==> config.mk <==
export PLATFORM = sky130hd
export DESIGN_NAME = selective_repeat_receive_window_core
export DESIGN_NICKNAME = d
export VERILOG_FILES = /design/src/sv/srrw_pkg.sv /design/src/sv/srrw_slot_ram.sv /design/src/sv/selective_repeat_receive_window_core.sv
export VERILOG_INCLUDE_DIRS = /design/src /design/src/sv
export SDC_FILE = /design/constraint.sdc
export NUM_CORES = 1
export LEC_CHECK = 0
export CORE_MARGIN = 10
export CORE_UTILIZATION = 50
export DETAILED_ROUTE_END_ITERATION = 12
export DONT_BUFFER_PORTS = 1
export PLACE_DENSITY_LB_ADDON = 0.15
export SETUP_SLACK_MARGIN = 0.2
export SLEW_MARGIN = 25
export SYNTH_ARGS = -nofsm -noshare
export SYNTH_HDL_FRONTEND = slang
export SYNTH_SLANG_ARGS = --single-unit
==> constraint.sdc <==
create_clock -name clock -period 4.6 [get_ports clock]
set_input_delay 0.92 -clock clock [delete_from_list [all_inputs] [get_ports clock]]
set_output_delay 0.92 -clock clock [all_outputs]
set_load 0.05 [all_outputs]
==> src/sv/assert_macros.svh <==
`ifndef ASSERT_MACROS_SVH
`define ASSERT_MACROS_SVH

// check a condition at every clock edge outside reset
`define ASSERT_ALWAYS(label, clk, rst, cond) \
   label: assert property (@(posedge clk) disable iff (rst) (cond)) \
      else $error("invariant violated");

// check that an antecedent implies a consequent in the same cycle
`define ASSERT_IMPLIES(label, clk, rst, ante, cons) \
   label: assert property (@(posedge clk) disable iff (rst) (ante) |-> (cons)) \
      else $error("implication violated");

// check that an antecedent implies a consequent in the next cycle
`define ASSERT_NEXT(label, clk, rst, ante, cons) \
   label: assert property (@(posedge clk) disable iff (rst) (ante) |=> (cons)) \
      else $error("next-cycle implication violated");

`endif

==> src/sv/srrw_pkg.sv <==
package srrw_pkg;

   localparam int SEQ_BITS  = 8;
   localparam int SEQ_SPACE = 256;
   localparam int LEN_BITS  = 10;
   localparam int FREE_BITS = 4;
   localparam int KIND_BITS = 2;

   localparam logic [KIND_BITS-1:0] KIND_DELIVER = 2'd0;
   localparam logic [KIND_BITS-1:0] KIND_ACK     = 2'd1;
   localparam logic [KIND_BITS-1:0] KIND_OUTSIDE = 2'd2;

   typedef enum logic [2:0] {
      ST_IDLE,
      ST_EVAL,
      ST_OOW,
      ST_READ,
      ST_DLV,
      ST_ACK
   } state_type;

endpackage

==> src/sv/srrw_slot_ram.sv <==
module srrw_slot_ram #(
   parameter int DEPTH     = 8,
   parameter int DATA_BITS = 26
) (
   input  logic                     clock,
   input  logic                     wr_en,
   input  logic [$clog2(DEPTH)-1:0] wr_addr,
   input  logic [DATA_BITS-1:0]     wr_data,
   input  logic                     rd_en,
   input  logic [$clog2(DEPTH)-1:0] rd_addr,
   output logic [DATA_BITS-1:0]     rd_data
);

   logic [DATA_BITS-1:0] mem_ff [DEPTH];
   logic [DATA_BITS-1:0] rd_data_ff;

   always_ff @(posedge clock) begin
      if (wr_en) begin
         mem_ff[wr_addr] <= wr_data;
      end
   end

   always_ff @(posedge clock) begin
      if (rd_en) begin
         rd_data_ff <= mem_ff[rd_addr];
      end
   end

   assign rd_data = rd_data_ff;

endmodule

==> src/sv/selective_repeat_receive_window_core.sv <==
// Throughput: a new header is taken only after the previous one is fully handled (sequential).
// An ignored or silently buffered header passes ST_EVAL only; an out-of-window header passes
// ST_EVAL and ST_OOW, which loads its result. An in-order header passes ST_EVAL, then ST_READ
// and ST_DLV per delivered packet, then ST_READ and ST_ACK; a zero-length delivery goes to
// ST_ACK at once. A stalled result holds the state. Reset (synchronous, active high) clears
// valid bits, counters, session flags, strict_start and result valid; slot memory is not cleared.
module selective_repeat_receive_window_core #(
   parameter int WINDOW      = 8,
   parameter int MAX_PAYLOAD = 512,
   parameter int TAG_BITS    = 16
) (
   input  logic                               clock,
   input  logic                               reset,
   input  logic                               csr_write_enable,
   input  logic                               csr_write_data,
   input  logic                               req_valid,
   output logic                               req_stall,
   input  logic                               req_decode_ok,
   input  logic                               req_is_data,
   input  logic [srrw_pkg::SEQ_BITS-1:0]      req_seq_number,
   input  logic [srrw_pkg::LEN_BITS-1:0]      req_payload_length,
   input  logic [TAG_BITS-1:0]                req_payload_tag,
   output logic                               rsp_valid,
   input  logic                               rsp_stall,
   output logic [srrw_pkg::KIND_BITS-1:0]     rsp_result_kind,
   output logic [srrw_pkg::SEQ_BITS-1:0]      rsp_out_seq,
   output logic [srrw_pkg::LEN_BITS-1:0]      rsp_out_length,
   output logic [TAG_BITS-1:0]                rsp_out_tag,
   output logic [srrw_pkg::FREE_BITS-1:0]     rsp_free_slots,
   output logic                               rsp_last_of_run,
   output logic                               rsp_session_over
);

   import srrw_pkg::*;

   `include "assert_macros.svh"

   localparam int SW        = $clog2(WINDOW);
   localparam int CW        = $clog2(WINDOW + 1);
   localparam int DATA_BITS = TAG_BITS + LEN_BITS;
   localparam logic [CW-1:0]       WIN_C   = CW'(WINDOW);
   localparam logic [SEQ_BITS-1:0] WIN_SEQ = SEQ_BITS'(WINDOW);
   localparam logic [16:0]         MAX_LEN = 17'(MAX_PAYLOAD);

   function automatic logic [SEQ_SPACE*SW-1:0] build_slot_lut();
      logic [SEQ_SPACE*SW-1:0] lut;
      lut = '0;
      for (int i = 0; i < SEQ_SPACE; i++) begin
         lut[i*SW +: SW] = SW'(i % WINDOW);
      end
      return lut;
   endfunction

   localparam logic [SEQ_SPACE*SW-1:0] SLOT_LUT = build_slot_lut();

   state_type state_ff, state_in;

   logic                 strict_ff;
   logic                 started_ff, started_in;
   logic                 finished_ff, finished_in;
   logic [SEQ_BITS-1:0]  expected_ff, expected_in;
   logic [CW-1:0]        cnt_ff, cnt_in;
   logic [WINDOW-1:0]    valid_ff, valid_in;

   logic                 ok_ff, data_ff;
   logic [SEQ_BITS-1:0]  seq_ff;
   logic [LEN_BITS-1:0]  len_ff;
   logic [TAG_BITS-1:0]  tag_ff;

   logic                 rsp_valid_ff, rsp_valid_in;
   logic [KIND_BITS-1:0] kind_ff, kind_in;
   logic [SEQ_BITS-1:0]  oseq_ff, oseq_in;
   logic [LEN_BITS-1:0]  olen_ff, olen_in;
   logic [TAG_BITS-1:0]  otag_ff, otag_in;
   logic [FREE_BITS-1:0] ofree_ff, ofree_in;
   logic                 olast_ff, olast_in;
   logic                 oover_ff, oover_in;

   logic                 req_take;
   logic                 out_ready;
   logic                 out_load;
   logic                 ignore;
   logic                 start_fail;
   logic [SEQ_BITS-1:0]  exp_eff;
   logic [SEQ_BITS-1:0]  seq_gap;
   logic                 outside;
   logic [SW-1:0]        in_slot;
   logic [SW-1:0]        drain_slot;
   logic                 drain_hit;
   logic [CW-1:0]        cnt_dec;

   logic                 wr_en;
   logic                 rd_en;
   logic [DATA_BITS-1:0] rd_data;
   logic [LEN_BITS-1:0]  rd_len;
   logic [TAG_BITS-1:0]  rd_tag;

   assign req_stall  = (state_ff != ST_IDLE);
   assign req_take   = req_valid && !req_stall;
   assign out_ready  = !rsp_valid_ff || !rsp_stall;

   assign ignore     = finished_ff || !ok_ff || !data_ff || ({7'd0, len_ff} > MAX_LEN);
   assign start_fail = !started_ff && strict_ff && (seq_ff != '0);
   assign exp_eff    = started_ff ? expected_ff : seq_ff;
   assign seq_gap    = seq_ff - exp_eff;
   assign outside    = (seq_gap >= WIN_SEQ);
   assign in_slot    = SLOT_LUT[int'(seq_ff)*SW +: SW];
   assign drain_slot = SLOT_LUT[int'(expected_ff)*SW +: SW];
   assign drain_hit  = valid_ff[drain_slot];
   assign cnt_dec    = (cnt_ff != '0) ? cnt_ff - CW'(1) : cnt_ff;

   assign rd_len     = rd_data[LEN_BITS-1:0];
   assign rd_tag     = rd_data[DATA_BITS-1:LEN_BITS];

   assign wr_en      = (state_ff == ST_EVAL) && !ignore && !start_fail && !outside;
   assign rd_en      = (state_ff == ST_READ) && drain_hit;

   srrw_slot_ram #(
      .DEPTH     (WINDOW),
      .DATA_BITS (DATA_BITS)
   ) u_slot_ram (
      .clock   (clock),
      .wr_en   (wr_en),
      .wr_addr (in_slot),
      .wr_data ({tag_ff, len_ff}),
      .rd_en   (rd_en),
      .rd_addr (drain_slot),
      .rd_data (rd_data)
   );

   always_comb begin
      state_in = state_ff;
      case (state_ff)
         ST_IDLE: begin
            if (req_take) begin
               state_in = ST_EVAL;
            end
         end
         ST_EVAL: begin
            if (ignore || start_fail) begin
               state_in = ST_IDLE;
            end else if (outside) begin
               state_in = ST_OOW;
            end else if (seq_gap != '0) begin
               state_in = ST_IDLE;
            end else begin
               state_in = ST_READ;
            end
         end
         ST_OOW: begin
            if (out_ready) begin
               state_in = ST_IDLE;
            end
         end
         ST_READ: begin
            state_in = drain_hit ? ST_DLV : ST_ACK;
         end
         ST_DLV: begin
            if (out_ready) begin
               state_in = (rd_len == '0) ? ST_ACK : ST_READ;
            end
         end
         ST_ACK: begin
            if (out_ready) begin
               state_in = ST_IDLE;
            end
         end
         default: begin
            state_in = ST_IDLE;
         end
      endcase
   end

   always_comb begin
      started_in  = started_ff;
      finished_in = finished_ff;
      expected_in = expected_ff;
      cnt_in      = cnt_ff;
      valid_in    = valid_ff;
      out_load    = 1'b0;
      kind_in     = kind_ff;
      oseq_in     = oseq_ff;
      olen_in     = olen_ff;
      otag_in     = otag_ff;
      ofree_in    = ofree_ff;
      olast_in    = olast_ff;
      oover_in    = oover_ff;
      case (state_ff)
         ST_EVAL: begin
            if (!ignore) begin
               if (start_fail) begin
                  finished_in = 1'b1;
               end else begin
                  started_in  = 1'b1;
                  expected_in = exp_eff;
                  if (!outside) begin
                     valid_in[in_slot] = 1'b1;
                     if (!valid_ff[in_slot]) begin
                        cnt_in = cnt_ff + CW'(1);
                     end
                  end
               end
            end
         end
         ST_OOW: begin
            if (out_ready) begin
               out_load = 1'b1;
               kind_in  = KIND_OUTSIDE;
               oseq_in  = seq_ff;
               olen_in  = '0;
               otag_in  = '0;
               ofree_in = FREE_BITS'(WIN_C - cnt_ff);
               olast_in = 1'b1;
               oover_in = finished_ff;
            end
         end
         ST_DLV: begin
            if (out_ready) begin
               out_load               = 1'b1;
               valid_in[drain_slot]   = 1'b0;
               cnt_in                 = cnt_dec;
               expected_in            = expected_ff + SEQ_BITS'(1);
               finished_in            = finished_ff || (rd_len == '0);
               kind_in                = KIND_DELIVER;
               oseq_in                = expected_ff;
               olen_in                = rd_len;
               otag_in                = rd_tag;
               ofree_in               = FREE_BITS'(WIN_C - cnt_dec);
               olast_in               = 1'b0;
               oover_in               = finished_ff || (rd_len == '0);
            end
         end
         ST_ACK: begin
            if (out_ready) begin
               out_load = 1'b1;
               kind_in  = KIND_ACK;
               oseq_in  = expected_ff;
               olen_in  = '0;
               otag_in  = '0;
               ofree_in = FREE_BITS'(WIN_C - cnt_ff);
               olast_in = 1'b1;
               oover_in = finished_ff;
            end
         end
         default: begin
         end
      endcase
      if (out_load) begin
         rsp_valid_in = 1'b1;
      end else if (!rsp_stall) begin
         rsp_valid_in = 1'b0;
      end else begin
         rsp_valid_in = rsp_valid_ff;
      end
   end

   always_ff @(posedge clock) begin
      if (reset) begin
         state_ff     <= ST_IDLE;
         strict_ff    <= 1'b0;
         started_ff   <= 1'b0;
         finished_ff  <= 1'b0;
         expected_ff  <= '0;
         cnt_ff       <= '0;
         valid_ff     <= '0;
         rsp_valid_ff <= 1'b0;
      end else begin
         state_ff     <= state_in;
         started_ff   <= started_in;
         finished_ff  <= finished_in;
         expected_ff  <= expected_in;
         cnt_ff       <= cnt_in;
         valid_ff     <= valid_in;
         rsp_valid_ff <= rsp_valid_in;
         if (csr_write_enable) begin
            strict_ff <= csr_write_data;
         end
      end
   end

   always_ff @(posedge clock) begin
      if (req_take) begin
         ok_ff   <= req_decode_ok;
         data_ff <= req_is_data;
         seq_ff  <= req_seq_number;
         len_ff  <= req_payload_length;
         tag_ff  <= req_payload_tag;
      end
      kind_ff  <= kind_in;
      oseq_ff  <= oseq_in;
      olen_ff  <= olen_in;
      otag_ff  <= otag_in;
      ofree_ff <= ofree_in;
      olast_ff <= olast_in;
      oover_ff <= oover_in;
   end

   assign rsp_valid        = rsp_valid_ff;
   assign rsp_result_kind  = kind_ff;
   assign rsp_out_seq      = oseq_ff;
   assign rsp_out_length   = olen_ff;
   assign rsp_out_tag      = otag_ff;
   assign rsp_free_slots   = ofree_ff;
   assign rsp_last_of_run  = olast_ff;
   assign rsp_session_over = oover_ff;

   `ASSERT_ALWAYS(a_count_bound, clock, reset, cnt_ff <= WIN_C)
   `ASSERT_ALWAYS(a_count_matches_valid, clock, reset, $countones(valid_ff) == int'(cnt_ff))
   `ASSERT_NEXT(a_finished_sticky, clock, reset, finished_ff, finished_ff)
   `ASSERT_IMPLIES(a_drain_slot_valid, clock, reset, state_ff == ST_DLV, valid_ff[drain_slot])

endmodule

==> flow_metrics.tcl <==
set metrics [dict create \
    yosys.area.top_type "edfxtp_1" \
    synth.net_count 893 \
    cp.buffers_inverters 1 \
    status "complete, no violations" \
    std_cell_rows 59 \
    end_kind "register" \
    drt_iter0_markers 669 \
    drive_gt1_share_pct 12.5 \
    h-tree-depth 2 \
    holdWs_ns 0.473 \
    ys_async_sr_fraction_pct 0 \
    grt_usage_pct 17.8 \
    dr_total_vias 7545 \
    layout_worst_path_cycle_share_pct 82.4 \
    grt.met2_usage_pct 28.0 \
    setup_tns_ns 0 \
    finalHoldViolCount 0 \
    ir_worst_vdd_uv 413 \
    startpoint "seq_ff[1]$_DFFE_PP_" \
    start_util_pct 50.6 \
    finalSetupViolations 0 \
    coreArea_um2 25900 \
    nNetsFinal 911 \
    clock-sinks 339 \
    drc_errors 0 \
    tightest_slew_ns 0.813 \
    place_congestion 0.856 \
    ys_seq_area_share_pct 75.6 \
    placed_cell_area_um2 13600 \
    met3_usage_pct 4.23 \
    dr.pass1.iters 5 \
    synth_most_common_cell "edfxtp_1" \
    yosysUniqueCellTypes 63 \
    grt_pass1_vias 7659 \
    total_power_uw 6400 \
    antenna_found_initial 3 \
    rrSetupSlack_ns 0.81 \
    grt.busiest_layer "met2" \
    cts_max_path_buffers 3 \
    yosysWarnings 0 \
    synthTopCellsByArea "edfxtp_1 (71%), a22oi_1 (4.6%), dfxtp_1 (4.1%), nand2_1 (1.5%), and2_1 (1.3%)" \
    fmax_ghz 0.264 \
    grt_max_degree 33 \
    cpPeakStageDelay_ns 0.63 \
    cts-buffers-inserted 36 \
    synth_area_um2 13100 \
    clk_latency_ns 0.52 \
    ys_seq_elements 339 \
    synth-main-ff-cell "edfxtp_1" \
    worstPathCellList "mux2i_1 -> ha_1 -> nor2b_1 -> o31a_1 -> a2111oi_0 -> a31o_2 -> and4_1 -> nand2_1 -> nor3_4 -> buf_4" \
    clkTransAtPathRegs_ns 0.06 \
    setup.worst_path.class "register to register" \
    rsz0062_at_grt "false" \
    grt_use_met1_pct 23.9 \
    crit_path_top_delay_cell "edfxtp_1" \
    stdcell_count 1219 \
    ant_nets 0 \
    wl_per_cell_um 24.7 \
    hold_class "input port to register" \
    die_area_um2 33100 \
    r2r_cells 10 \
    cp_top_family "compound AO/OA/AOI/OAI gates" \
    place_inst 1154 \
    r2r-end "u_slot_ram.mem_ff[4][14]$_DFFE_PP_" \
    crit_path_max_fanout 26 \
    fin_area_um2 14800 \
    startpoint_type "register" \
    avgSynthCellArea_um2 15.6 \
    cap_viol_max_count 0 \
    cts_hold_buf 0 \
    cts_root_buf "clkbuf_16" \
    synth_edf_count 312 \
    cp.depth 10 \
    die_y_um 182 \
    max_slew_margin_pct 45.8 \
    grt_pass1_wl_mm 45.8 \
    pin_count 86 \
    synth_top_area_share_pct 71.5 \
    area_delta_synth_final_pct 12.6 \
    crit_arrival_ns 3.96 \
    die_width_um 182 \
    dp_hpwl_mm 17.8 \
    powerDensity_nw_per_um2 434 \
    finalWirelength_mm 30.1 \
    regToRegStartpoint "seq_ff[1]$_DFFE_PP_" \
    syn_inst 839 \
    clock_skew_ns 0.0165 \
    p_leak_uw 0.00479 \
    min_period_ns 3.79 \
    cts_tree "done" \
    viasPerCell 6.19 \
    required_ns 4.77 \
    io_buffers 0 \
    synthTopCellsByCount "edfxtp_1 (312), a22oi_1 (81), nand2_1 (52)" \
    cts_resized 0 \
    crit_end "u_slot_ram.mem_ff[4][14]$_DFFE_PP_" \
    cts_setup_buffers 0 \
    overflow 0 \
    drv_slew 0 \
]
==> kinds of logic (layout without fill, tap and decap cells) <==
kind of cell | count (synthesis) | after routing | synth area share, %
AO/OA/AOI/OAI | 203 | 203 | 11.8
XOR/XNOR | 8 | 8 | 0.534
adder cells (fa/ha/maj) | 12 | 12 | 1.15
buffers and inverters | 54 | 97 | 1.56
flip-flops | 339 | 339 | 75.6
multiplexers | 12 | 12 | 1.12
other | 0 | 2 | 0
AND/OR/NAND/NOR | 211 | 211 | 8.30
==> worst register-to-register path, delay by kind of cell (launching register included) <==
kind / cells / cell delay, ns
AOI/OAI and AO/OA: 3 / 1.11
and+or+nand+nor: 4 / 0.79
DFF: 1 / 0.63
buffers and inverters: 1 / 0.42
adders and majority gates: 1 / 0.32
muxes: 1 / 0.18
==> routing by layer <==
| metal | up-vias | wire length [um] |
|---|---|---|
| met5 | - | 0 |
| met4 | 0 | 677 |
| li1 | 3378 | - |
| met2 | 290 | 13800 |
| met3 | 58 | 2150 |
| met1 | 3819 | 13400 |
==> metrics by stage <==
step | setup slack (ns) | util (%)
after floorplan | 0.288 | -
after global routing | 0.469 | 57.0
final | 0.808 | 57.0
after global placement | 1.05 | 52.6
after CTS | 0.837 | 57.0
after detailed placement | 0.886 | 52.6
==> worst min-delay path by stage <==
stage          depth (start not counted)                startpoint                           to  slack (ns)
2_1_floorplan                          2  valid_ff[6]$_SDFFE_PP0P_     valid_ff[6]$_SDFFE_PP0P_        0.44
3_3_place_gp                           2  valid_ff[7]$_SDFFE_PP0P_     valid_ff[7]$_SDFFE_PP0P_        0.46
3_5_place_dp                           2  valid_ff[7]$_SDFFE_PP0P_     valid_ff[7]$_SDFFE_PP0P_        0.46
4_1_cts                                1                     reset  expected_ff[0]$_SDFFE_PP0P_        0.46
5_1_grt                                1                     reset  expected_ff[0]$_SDFFE_PP0P_        0.45
6_report                               1                     reset  expected_ff[0]$_SDFFE_PP0P_        0.47
==> layout by cell type, fill, tap and decap left out, drive strengths merged, types with 18 or more instances in the layout <==
cell type	netlist	layout
edfxtp	312	312
a22oi	81	81
nand2	52	52
clkbuf	40	48
nor2	36	36
nand3	30	30
and2	28	28
dfxtp	27	27
a21oi	25	25
buf	3	23
o21ai	20	20
a22o	18	18
a221oi	18	18
==> where the power goes <==
| group | leakage [uW] | total, uW | switching, uW | internal [uW] |
|---|---|---|---|---|
| logic | 0.00119 | 173 | 111 | 62.2 |
| registers | 0.00305 | 3460 | 59.6 | 3400 |
| clock network | 0.000551 | 2770 | 1130 | 1640 |
==> flip-flops by register name, indices dropped and copies added (netlist names) <==
name	flops
u_slot_ram.mem_ff	208
u_slot_ram.rd_data	26
rsp_out_tag	16
tag_ff	16
len_ff	10
rsp_out_length	10
expected_ff	8
rsp_out_seq	8
seq_ff	8
valid_ff	8
cnt_ff	4
rsp_free_slots	4
state_ff	3
rsp_result_kind	2
data_ff	1
finished_ff	1
ok_ff	1
rsp_last_of_run	1
rsp_session_over	1
rsp_valid	1
started_ff	1
strict_ff	1
==> layout make-up <==
| cell class | count | area (um^2) |
|---|---|---|
| multi-input cells | 446 | 3070 |
| well taps | 335 | 419 |
| repair buffers | 23 | 173 |
| clock buffers | 48 | 998 |
| diodes | 2 | 5.00 |
| inverters | 11 | 41.3 |
| flip-flops and latches | 339 | 9910 |
| clock inverters | 15 | 145 |
| fillers | 2020 | 11100 |
Power figures use the tool's default switching activity.
